<file path="src/rtl/tnpm_pkg.sv">
// Shared types, codes and default sizes for the ternary neighbour pattern match block.
package tnpm_pkg;

    // Default table geometry.
    localparam int ROWS_PER_GROUP_DEF = 64;
    localparam int GROUP_COUNT_DEF    = 11;

    // Fixed neighbourhood and field sizes.
    localparam int NEIGHBORS    = 8;
    localparam int CODE_W       = 2;
    localparam int PATTERN_W    = NEIGHBORS * CODE_W;
    localparam int ORIENT_SLOTS = 4;
    localparam int BYTE_W       = 8;
    localparam int OFFSETS_W    = ORIENT_SLOTS * BYTE_W;
    localparam int GROUP_SEL_W  = 4;
    localparam int ORIENT_W     = 3;
    localparam int SLOT_W       = 2;

    // Stored row layout: pattern, orientation offsets, canal offset, variant count.
    localparam int ROW_W        = PATTERN_W + OFFSETS_W + 2 * BYTE_W;
    localparam int OFFSETS_LSB  = PATTERN_W;
    localparam int CANAL_LSB    = PATTERN_W + OFFSETS_W;
    localparam int VARIANTS_LSB = CANAL_LSB + BYTE_W;

    // Neighbour codes: must be clear, must be set, either state, never matches.
    localparam logic [CODE_W-1:0] CODE_MATCH_0   = 2'd0;
    localparam logic [CODE_W-1:0] CODE_MATCH_1   = 2'd1;
    localparam logic [CODE_W-1:0] CODE_DONT_CARE = 2'd2;
    localparam logic [CODE_W-1:0] CODE_NEVER     = 2'd3;

    // Request codes.
    typedef enum logic [1:0] {
        REQ_CLEAR     = 2'd0,
        REQ_APPEND    = 2'd1,
        REQ_LOOKUP    = 2'd2,
        REQ_RESET_CNT = 2'd3
    } req_t;

endpackage

</file>
<file path="src/rtl/tnpm_row_match.sv">
// Ternary compare of one stored row pattern against a neighbour mask.
module tnpm_row_match
(
    input  logic [tnpm_pkg::PATTERN_W-1:0] pattern,
    input  logic [tnpm_pkg::NEIGHBORS-1:0] mask,
    output logic                           hit
);

    logic [tnpm_pkg::NEIGHBORS-1:0] lane_ok;

    // Each neighbour matches on a don't care code or on a code equal to its bit.
    // The never code cannot equal a single bit, so it always fails.
    always_comb
    begin
        for (int i = 0; i < tnpm_pkg::NEIGHBORS; i++)
        begin
            lane_ok[i] = (pattern[i*tnpm_pkg::CODE_W +: tnpm_pkg::CODE_W]
                          == tnpm_pkg::CODE_DONT_CARE)
                      || (pattern[i*tnpm_pkg::CODE_W +: tnpm_pkg::CODE_W]
                          == {1'b0, mask[i]});
        end
    end

    assign hit = &lane_ok;

endmodule

</file>
<file path="config.mk">
export PLATFORM = sky130hd
export DESIGN_NAME = tnpm_row_match
export DESIGN_NICKNAME = d
export VERILOG_FILES = /design/src/rtl/tnpm_pkg.sv /design/src/rtl/tnpm_row_match.sv
export SDC_FILE = /design/constraint.sdc
export NUM_CORES = 1
export LEC_CHECK = 0
export BUFFER_PORTS_ARGS = -buffer_cell sky130_fd_sc_hd__clkbuf_2
export CORE_AREA = 3 3 40 42
export DETAILED_ROUTE_END_ITERATION = 7
export DIE_AREA = 0 0 43 45
export PLACE_DENSITY = 0.5
export SETUP_SLACK_MARGIN = 0.05
export SLEW_MARGIN = 5
export SYNTH_ARGS = -nofsm -noshare
export SYNTH_HDL_FRONTEND = slang
export SYNTH_SLANG_ARGS = --single-unit
</file>
<file path="constraint.sdc">
create_clock -name vclk -period 1.8
set_input_delay 0.45 -clock vclk [all_inputs]
set_output_delay 0.45 -clock vclk [all_outputs]
set_load 0.01 [all_outputs]
</file>
### After elaboration in Yosys (flattened, before gate mapping)

Index checks and enable logic that the tools add are counted.

| cells by class | value |
|---|---|
| $add $sub $neg | 0 |
| multipliers | 0 |
| div/mod/pow operators | 0 |
| $lt $le $gt $ge | 0 |
| equal/unequal tests | 16 |
| shifts and indexed selects | 0 |
| mux-type cells | 0 |
| bitwise logic cells | 0 |
| reductions and logical operators | 9 |

Operators with widths:

| operator | number |
|---|---|
| $eq 2x1->1 | 8 |
| $eq 2x2->1 const B | 8 |
| $logic_or 1x1->1 | 8 |
| $reduce_and 8->1 | 1 |

| word-level totals | value |
|---|---|
| register bits | 0 |
| bits in latches | 0 |
| memory bits (writable) | 0 |
| ROM bits | 0 |
| input port bits | 24 |
| output and inout bits | 1 |
| word-level logic and storage cells | 25 |
| memories kept | 0 |

### Logic depth before layout (Yosys ltp)

Gate-level depths: netlist of the first run.

| depth | value |
|---|---|
| depth after elaboration | 3 |
| mapped depth | 4 |
| gate-level depth less buffers | 4 |

### Least setup slack after synthesis of the first run

Ideal clock, no wire load.

| timing | value |
|---|---|
| path type | in2out |
| from | input mask[6] (netlist name) |
| to | output hit |
| arrival time | 0.975 ns |
| data required time | 1.350 ns |
| path slack | 0.375 ns |
| stages | 4 |
| buffers on the path | 0 |
| cells stage by stage | nor2b_1 > xnor2_1 > nand4_1 > nor2_1 |

| between the ends | value |
|---|---|
| word-level cells in the longest chain between the ends | 3 |

RTL lines:

| what | RTL line | source |
|---|---|---|
| start: declaration | tnpm_row_match.sv:5 | `input logic [tnpm_pkg::NEIGHBORS-1:0] mask,` |
| $eq 2x1->1 | tnpm_row_match.sv:20 | `== {1'b0, mask[i]});` |
| $logic_or 1x1->1 | tnpm_row_match.sv:19 | `\|\| (pattern[i*tnpm_pkg::CODE_W +: tnpm_pkg::CODE_W]` |
| $reduce_and 8->1 | tnpm_row_match.sv:24 | `assign hit = &lane_ok;` |
| end: declaration | tnpm_row_match.sv:6 | `output logic hit` |

No other way between the ends.

### Worst setup path after layout of the first run

Same ends and word-level chain as after synthesis.

==> results by stage, run 1 <==
Outcome:
- The run finished with clean final reports.

Critical path:
- The master of the slowest instance on the critical path is sky130_fd_sc_hd__nor2b_1.
- The worst setup path is captured at a primary output.
- The cell seen most often among critical-path stages is sky130_fd_sc_hd__clkbuf_2.
- The delay of the slowest cell on the worst path is 0.14 ns.
- The data arrival time of the critical path is 1.14 ns.
- The worst setup path is launched from an input port.
- The critical path required time is 1.35 ns.
- The largest fanout on the critical path is 1.
- The critical path start-end classification is in -> out.
- The critical path goes through clkbuf_2 > nor2b_1 > xnor2_1 > nand4_1 > nor2_1 > clkbuf_2.

Logic synthesis:
- The post-synth design cell area is 166.4 um2.
- During synthesis, Yosys emitted a total of 0 warnings.
- When the netlist entered floorplanning its net count stood at 43.
- The area share of the leading cell type in the synthesized netlist is 36.84%.
- The cell taking the most area after synthesis is sky130_fd_sc_hd__xnor2_1.
- Synthesis instantiated 6 different standard cells from the library.
- The sequential share of the synthesized area is 0%.
- Averaged over all synthesized cells, the footprint is 8.758 um2.
- The most common cell in the synthesized netlist is sky130_fd_sc_hd__xnor2_1.
- The commonest cells after synthesis are sky130_fd_sc_hd__xnor2_1 (7), sky130_fd_sc_hd__nor2b_1 (5), sky130_fd_sc_hd__nor2b_4 (3).
- After technology mapping, the gate count stands at 19.
- After synthesis, the cell types taking the most area are sky130_fd_sc_hd__xnor2_1 (37%), sky130_fd_sc_hd__nor2b_4 (25%), sky130_fd_sc_hd__nor2b_1 (19%), sky130_fd_sc_hd__xnor2_2 (9.8%), sky130_fd_sc_hd__nand4_1 (7.5%).

Drt:
- The residual antenna-violating net count after detailed routing is 0.
- The routed design has 398 um of wire.
- For this run, design rule violations remaining after detail routing come to 0.
- After detailed routing, the number of vias per cell comes to 3.525.
- The number of iterations in the first detailed-routing pass is 1.
- The post-detailed-route wirelength per cell is 6.746 um.
- The number of violations reported at the end of detailed-routing iteration 0 is 0.
- The final route contains 208 vias.

Timing:
- The worst relative slew slack is 89.76%.
- In the finished design, the share of the clock period the worst path needs comes to 88.47%.
- Setup repair after global routing left no endpoint under its margin.
- The number of max-slew violations in the final report is 0.
- The final number of hold-violating endpoints was 0.
- The worst-margin pin slew is 0.1525 ns.
- Based on the critical path, the design can be clocked at up to 627.9 MHz.
- The count of endpoints failing setup in the final report is 0.
- The minimum clock period after layout is 1.593 ns.
- Summed over all failing endpoints, the final setup total negative slack is 0 ns.

CTS:
- The number of setup buffers added after CTS is 0.
- The count of hold buffers inserted by post-cts repair is 0.
- The number of resized instances in the post-cts repair step is 0.

GRT:
- The initial antenna violation count is 0.
- The first global-routing pass estimated 676 um of wire.
- Entering global routing, the biggest net connects 2 pins.
- The number of global-route vias before repair is 186.
- The all-layer global routing usage is 4.232%.
- For this run the aggregate overflow at the end of global routing stands at 0.

Cells and area:
- The antenna diode instance count is 0.
- The total of clock buffers placed in the layout is 0.
- The final layout contains 70 nets.
- The area of all sequential standard cells is 0 um2.
- The fill cell instance count of the final layout is 158.
- Summing all multi-input logic gate instances after layout gives 166.4 um2.
- The area added between synthesis and finish is 86.47%.
- The number of non-filler instances in the completed layout is 59.
- The final layout contains a sequential cell count of 0.
- The post-route netlist has 65.91% of its cells at a drive strength greater than 1.

Die:
- The die is 43 um wide.
- The top-level I/O count is 25.
- The floorplan has 13 rows.
- The die area is 1935 um2.
- Measured along the y axis, the die boundary spans 45 um.
- For this configuration, the core starts out at a cell density of 12.95%.
- The core region is 1285 um2.

Power and ir drop:
- Per report_power, the combinational group accounts for 100.0% of the total.
- In this run switching power makes up 33.10% of total power.
- The sequential power share is 0%.
- Per report_power, the clock group accounts for 0% of the total.
- The analysis attributes to net switching a power of 19.92 uW.
- The power density normalized to cell area is 194.0 nW/um2.
- The internal power contribution is 40.27 uW.
- For this design the static power due to leakage is 0.0001575 uW.
- The worst voltage drop across the vdd grid is 0.04604 mV.

Min path:
- The count of cells along the worst hold path is 5.
- The destination of the worst hold path is hit.
- The startpoint of the most critical hold path is pattern[2].
- The path category of the worst min-delay check is in -> out.

Place:
- The port buffer count is 25.
- At the end of routability-driven placement, the weighted congestion stood at 0.5458.
- Including well taps, the total number of placed cells is 59.

Flow run:
- The number of maximum-capacitance violations is 0.
==> how the worst max path moves through the flow <==
| stage | endpoint | slack, ns | from |
|---|---|---|---|
| 2_1_floorplan | hit | 0.37 | mask[6] |
| 3_3_place_gp | hit | 0.19 | mask[6] |
| 3_5_place_dp | hit | 0.18 | mask[6] |
| 4_1_cts | hit | 0.18 | mask[6] |
| 5_1_grt | hit | 0.10 | pattern[13] |
| 6_report | hit | 0.21 | mask[6] |
==> metrics by stage <==
step | setup WS, ns | utilization [%] | hold slack (ns) | area [um2] | total power [uW]
after global routing | 0.1003 | 24.15 | 1.320 | 310.3 | 67.36
final | 0.2075 | 24.15 | 1.265 | 310.3 | 60.19
after detailed placement | 0.1845 | 24.15 | 1.279 | 310.3 | 61.51
after global placement | 0.1871 | 24.15 | 1.273 | 310.3 | 61.18
after CTS | 0.1839 | 24.15 | 1.282 | 310.3 | 61.76
after floorplan | 0.3750 | - | 1.063 | 166.4 | 30.24
==> per-layer routing <==
| layer | share of wire, % | vias up | track usage, % |
|---|---|---|---|
| met5 | 0 | - | 0 |
| met3 | 14 | 0 | 0.3984 |
| met1 | 34 | 85 | 5.967 |
| met4 | 0 | 0 | 0 |
| met2 | 51 | 12 | 7.485 |
| li1 | - | 111 | - |
==> final cells by class <==
class | instances | share of cell area (%)
multi-input combinational | 19 | 53.63
tap | 15 | 6.048
timing repair buffer | 25 | 40.32
==> worst max-delay path: cells and delay by family <==
family	cells	cell delay [ns]
xor+xnor	1	0.14
buf+inv	2	0.21
simple gates	3	0.34
==> power groups by stage <==
stage | combinational [uW] | clock [uW] | sequential [uW]
finish | 60.2 | 0 | 0
global route | 67.4 | 0 | 0
CTS | 61.8 | 0 | 0
detailed placement | 61.5 | 0 | 0
global placement | 61.2 | 0 | 0
floorplan | 30.2 | 0 | 0
==> cell usage in the layout (no fill, tap or decap) <==
master | netlist | final
sky130_fd_sc_hd__clkbuf_2 | 0 | 25
sky130_fd_sc_hd__xnor2_1 | 7 | 7
sky130_fd_sc_hd__nor2b_1 | 5 | 5
sky130_fd_sc_hd__nor2b_4 | 3 | 3
sky130_fd_sc_hd__nand4_1 | 2 | 2
sky130_fd_sc_hd__xnor2_2 | 1 | 1
sky130_fd_sc_hd__nor2_1 | 1 | 1
==> cells by family (layout without fill, tap and decap cells) <==
family / count (synthesis) / count (layout) / synth area share (%)
XOR/XNOR: 8 / 8 / 46.62
buffers and inverters: 0 / 25 / 0
AND/OR/NAND/NOR: 11 / 11 / 53.38
No activity file was read; power rests on OpenSTA's default activity.
==> run 2: changes to the inputs <==
--- a/config.mk
+++ b/config.mk
@@ -9,7 +9,7 @@
 export CORE_AREA = 3 3 40 42
 export DETAILED_ROUTE_END_ITERATION = 7
 export DIE_AREA = 0 0 43 45
-export PLACE_DENSITY = 0.5
+export PLACE_DENSITY = 0.52
 export SETUP_SLACK_MARGIN = 0.05
 export SLEW_MARGIN = 5
 export SYNTH_ARGS = -nofsm -noshare
==> run 2 against run 1 <==
First-iteration DRC count stayed put. Clock-buffer cell count stayed put. Non-clock buffer count stayed put. Largest power group unchanged. Maximum frequency hardly changed. Routed wire length is 1.0% higher. Final cell count stayed put. Largest cell class unchanged. Critical path type unchanged.
==> results by stage, run 2 (same netlist as run 1, synthesis figures left out) <==
GRT:
- The first global-routing pass estimated 717 um of wire.
- The largest net degree at the start of global routing is 2.
- The number of global-route vias before repair is 194.
- The initial antenna violation count is 0.
- The sum of overflow across all layers after global routing is 0.
- Global routing used 4.481% of the available tracks.

Timing:
- The maximum frequency from static timing analysis is 627.8 MHz.
- The final number of hold-violating endpoints is 0.
- The number of max-slew violations in the final report is 0.
- The minimum clock period after layout is 1.593 ns.
- Setup violations remaining at the end of the flow were counted as 0.
- The sum of negative setup slack is 0 ns.
- The final critical path takes up 88.50% of the cycle.
- Setup repair after global routing left no endpoint under its margin.
- Headroom to the max-slew limit came out at 89.55%.
- The post-route worst hold slack is 1.268 ns.
- The worst-margin pin slew is 0.1556 ns.

Die:
- In this run the vertical extent of the chip is 45 um.
- The width of the chip is 43 um.
- The row count is 13.
- The starting density of the core is 12.95%.
- The standard cell core area is 1285 um2.
- The die covers 1935 um2.
- The top-level I/O count is 25.

Critical path:
- Broken down by cell family, the worst path's largest delay share belongs to simple AND/OR/NAND/NOR gates.
- The signal on the critical path passes through clkbuf_2 > nor2b_1 > xnor2_1 > nand4_1 > nor2_1 > clkbuf_2.
- The master of the slowest instance on the critical path is sky130_fd_sc_hd__xnor2_1.
- The delay of the slowest cell on the worst path is 0.16 ns.
- The worst setup path is captured at a primary output.
- Along the worst path, the maximum fanout reaches 1.
- The critical path buffer and inverter count is 2.
- The cell seen most often among critical-path stages is sky130_fd_sc_hd__clkbuf_2.
- The critical path launch point type is an input port.
- The data arrival time of the critical path is 1.14 ns.
- For the worst setup path, the data required time is 1.35 ns.
- The critical path start-end classification is in -> out.

Cells and area:
- In the finished layout, the clock tree contains a buffer count of 0.
- At the end of the flow, the number of nets in the layout was 70.
- The most common library cell in the layout ignoring fill and taps is sky130_fd_sc_hd__clkbuf_2.
- Counting the fill cells in the layout gives 155.
- Cells with a size suffix above 1 make up 65.91% of the layout.
- There are 0 flip-flops and latches.
- The area of all sequential standard cells is 0 um2.
- The cell area after layout is 310.3 um2.
- From synthesis to final layout, the design area changed by 86.47%.
- Leaving out fill and tap cells, the most frequent cells in the layout are sky130_fd_sc_hd__clkbuf_2 (25), sky130_fd_sc_hd__xnor2_1 (7), sky130_fd_sc_hd__nor2b_1 (5), sky130_fd_sc_hd__nor2b_4 (3), sky130_fd_sc_hd__nand4_1 (2).
- The antenna diode instance count is 0.

Drt:
- For this run, the detailed router's first-pass iteration total came to 1.
- The residual antenna-violating net count after detailed routing is 0.
- The ratio of routed vias to standard cells is 3.390.
- After detailed routing, the total wire length is 402 um.
- The detailed-route via count is 200.
- The post-detailed-route wirelength per cell is 6.814 um.
- The number of remaining DRC errors is 0.
- The number of violations reported at the end of detailed-routing iteration 0 is 0.

Place:
- In this run the tool buffered the top-level ports with 25 buffer cells.
- Summing all placed instances gives a cell area of 310.3 um2.
- The final weighted congestion in routability-driven placement is 0.5295.

Flow run:
- The number of maximum-capacitance violations is 0.

Power and ir drop:
- IR analysis of the VDD net gives a maximum drop of 0.04711 mV.
- The total power is 60.09 uW.
- The power density normalized to cell area is 193.7 nW/um2.
- Summed over all cells, the static leakage comes to 0.0001575 uW.

Min path:
- The path category of the worst min-delay check is in -> out.

CTS:
- In this run the post-CTS setup repair buffer count came out at 0.
- Post-CTS repair changed the size of 0 cells.
- The count of hold buffers inserted by post-cts repair is 0.

Outcome:
- The flow ran to the end, and the final reports show no timing, DRC or antenna violations.
## run 2: cell counts in the layout (fill, tap and decap cells not counted)
Identical to the previous run, type by type.
## run 2: metal layers
metal	vias up	routed length, um	global-route usage (%)
met1	77	137	6.444
met2	12	212	7.784
met3	0	52	0.3984
met4	0	0	0
met5	-	0	0
li1	111	-	-
## run 2: layout make-up
class                           count  area, um2  share of cell area, %
Multi-Input combinational cell     19      166.4                  53.63
Tap cell                           15      18.77                  6.048
Timing Repair Buffer               25      125.1                  40.32
## run 2: where the power goes
part | leakage [uW] | internal, uW | switching (uW)
Combinational | 0.000157 | 40.3 | 19.8
Sequential | 0 | 0 | 0
Clock | 0 | 0 | 0
Total | 0.000157 | 40.3 | 19.8
## run 2: path summary, 6_finish.rpt
path / startpoint / endpoint / slack (ns) / cells after the start
max: mask[2] / hit / 0.21 / 6
min: pattern[2] / hit / 1.27 / 5
## run 2: metrics by stage
stage | util, % | instances | setup WS (ns)
5_1_grt | 24.15 | 59 | 0.06537
3_3_place_gp | 24.15 | 59 | 0.1867
2_1_floorplan | - | 19 | 0.3750
3_5_place_dp | 24.15 | 59 | 0.1963
6_report | 24.15 | 59 | 0.2070
4_1_cts | 24.15 | 59 | 0.1957
==> run 3: changes to the inputs <==
==> constraint.sdc (replaced) <==
create_clock -name vclk -period 1.9
set_input_delay 0.475 -clock vclk [all_inputs]
set_output_delay 0.475 -clock vclk [all_outputs]
set_load 0.01 [all_outputs]
==> run 3 against run 2 <==
Via count down 1.0%. Setup slack better by 0.053 ns. Clock-buffer cell count unchanged. Core utilization unchanged. First-iteration DRC count unchanged. Non-clock buffer count unchanged. Flip-flop and latch count unchanged. Critical path type unchanged.
==> results by stage, run 3 (same netlist as run 1, synthesis figures left out) <==
Cells and area:
- In the layout the commonest cells are sky130_fd_sc_hd__clkbuf_2 (25), sky130_fd_sc_hd__xnor2_1 (7), sky130_fd_sc_hd__nor2b_1 (5), sky130_fd_sc_hd__nor2b_4 (3), sky130_fd_sc_hd__nand4_1 (2).
- The layout has 0 clock buffers.
- The number of antenna diodes in the final layout is 0.
- The multi-input combinational cells in the finished layout cover a total of 166.4 um2.
- The fill cell instance count of the final layout is 154.
- In the final layout, the share of cells above drive strength 1 is 65.91%.
- Summing all flip-flop and latch instances after layout gives 0 um2.
- In the final design database the tool counted 70 nets.
- Compared with the post-synthesis result, the final layout area differs by 86.47%.
- In the finished design the tool counted flip-flops and latches totalling 0.
- The cell area after layout is 310.3 um2.
- The most common library cell in the layout ignoring fill and taps is sky130_fd_sc_hd__clkbuf_2.

Drt:
- The total routed wirelength is 414 um.
- The detailed router placed 198 vias in this run.
- For this run, design rule violations remaining after detail routing come to 0.
- The number of violations reported at the end of detailed-routing iteration 0 is 0.
- Dividing the detail-routed wire length by the instance count gives 7.017 um.
- In this run the remaining antenna-violating nets after routing total 0.
- The ratio of routed vias to standard cells is 3.356.
- For this run, the detailed router's first-pass iteration total came to 1.

Outcome:
- The run finished with clean final reports.

Timing:
- The maximum frequency from static timing analysis is 609.7 MHz.
- Setup violations remaining at the end of the flow were counted as 0.
- The number of max-slew violations in the final report is 0.
- Subtracting the final worst setup slack from the clock period gives 1.640 ns.
- The sum of negative setup slack is 0 ns.
- In the finished design, the share of the clock period the worst path needs comes to 86.32%.
- The final number of hold-violating endpoints is 0.
- The worst relative slew slack is 89.27%.
- Setup repair after global routing left no endpoint under its margin.
- The worst-margin pin slew is 0.1599 ns.

Critical path:
- The cell family contributing the most delay on the critical path is simple AND/OR/NAND/NOR gates.
- The type of element capturing the critical path is a primary output.
- The critical path buffer and inverter count is 2.
- The cell seen most often among critical-path stages is sky130_fd_sc_hd__clkbuf_2.
- The critical path in this run is classified as in -> out.
- The data arrival time of the critical path is 1.17 ns.
- The delay of the slowest cell on the worst path is 0.16 ns.
- Traced cell by cell, the critical path runs through clkbuf_2 > nor2b_1 > xnor2_1 > nand4_1 > nor2_1 > clkbuf_2.
- At the worst endpoint, the required time is 1.42 ns.
- The largest individual stage delay along the critical path comes from the cell sky130_fd_sc_hd__xnor2_1.
- The largest fanout on the critical path is 1.
- The critical path launch point type is an input port.

Place:
- The count of buffers added on input and output ports is 25.
- Routability-driven placement finished with a final weighted congestion of 0.5294.
- After detailed placement, the total cell area comes to 310.3 um2.

CTS:
- Post-CTS timing repair inserted 0 buffers for setup.
- The number of resized instances in the post-cts repair step is 0.
- The count of hold buffers inserted by post-cts repair is 0.

GRT:
- The all-layer global routing usage is 4.813%.
- The initial antenna violation count is 0.
- The first-pass GRT wire length is 772 um.
- The number of global-route vias before repair came to 202.
- Entering global routing, the biggest net connects 2 pins.
- For this run the aggregate overflow at the end of global routing stands at 0.

Die:
- From bottom edge to top edge, the die measures 45 um.
- The floorplan step defined a die boundary enclosing 1935 um2.
- The top-level I/O count is 25.
- The initial utilization of the core area, before any placement, comes to 12.95%.
- The row count is 13.
- The width of the chip is 43 um.
- The standard cell core area is 1285 um2.

Power and ir drop:
- The fraction of power spent switching nets is 33.16%.
- IR analysis of the VDD net gives a maximum drop of 0.04308 mV.
- Per report_power, the sequential group accounts for 0% of the total.
- The power density normalized to cell area is 183.9 nW/um2.
- The clock network is responsible for 0% of the overall power.
- The switching power total is 18.92 uW.
- The leakage power is 0.0001575 uW.
- The internal power contribution is 38.15 uW.
- Combinational logic is responsible for 100.0% of the overall power.

Min path:
- The startpoint of the most critical hold path is pattern[2].
- The destination of the worst hold path is hit.
- The count of cells along the worst hold path is 5.
- The path category of the worst min-delay check is in -> out.

Flow run:
- The number of maximum-capacitance violations is 0.
[run 3: cell counts in the layout (fill, tap and decap cells not counted)]
No cell type changed its count.
[run 3: how the worst max path moves through the flow]
stage / startpoint / end / cells past startpoint
final: mask[2] / hit / 6
after detailed placement: mask[2] / hit / 6
after floorplan: mask[6] / hit / 4
after global routing: mask[7] / hit / 6
after global placement: mask[6] / hit / 6
after CTS: mask[2] / hit / 6
[run 3: routing by layer]
metal  GRT usage (%)  vias up  wire, um  part of all wire (%)
li1                -      111         -                     -
met1           6.683       75       147                    36
met2           8.683       12       216                    52
met3          0.3984        0        50                    12
met4               0        0         0                     0
met5               0        -         0                     0
[run 3: cell type report]
class / instances / share of cell area, %
Multi-Input combinational cell: 19 / 53.63
Timing Repair Buffer: 25 / 40.32
Tap cell: 15 / 6.048
[run 3: stage by stage]
step | instances | utilization (%) | power, uW | worst slack (ns) | hold slack, ns
floorplan | 19 | - | 28.65 | 0.4250 | 1.113
global placement | 59 | 24.15 | 58.17 | 0.2376 | 1.321
detailed placement | 59 | 24.15 | 58.49 | 0.2451 | 1.321
CTS | 59 | 24.15 | 58.71 | 0.2445 | 1.324
global route | 59 | 24.15 | 65.22 | 0.1146 | 1.376
finish | 59 | 24.15 | 57.08 | 0.2599 | 1.315
[run 3: worst min-delay path, cell delays in order]
cell and delay [ns]:
sky130_fd_sc_hd__clkbuf_2 0.08, sky130_fd_sc_hd__xnor2_1 0.07, sky130_fd_sc_hd__nand4_1 0.06, sky130_fd_sc_hd__nor2_1 0.04
sky130_fd_sc_hd__clkbuf_2 0.12
[run 3: power groups by stage]
stage	sequential [uW]	clock [uW]	combinational [uW]
after floorplan	0	0	28.7
after global placement	0	0	58.2
after detailed placement	0	0	58.5
final	0	0	57.1
after CTS	0	0	58.7
after global routing	0	0	65.2
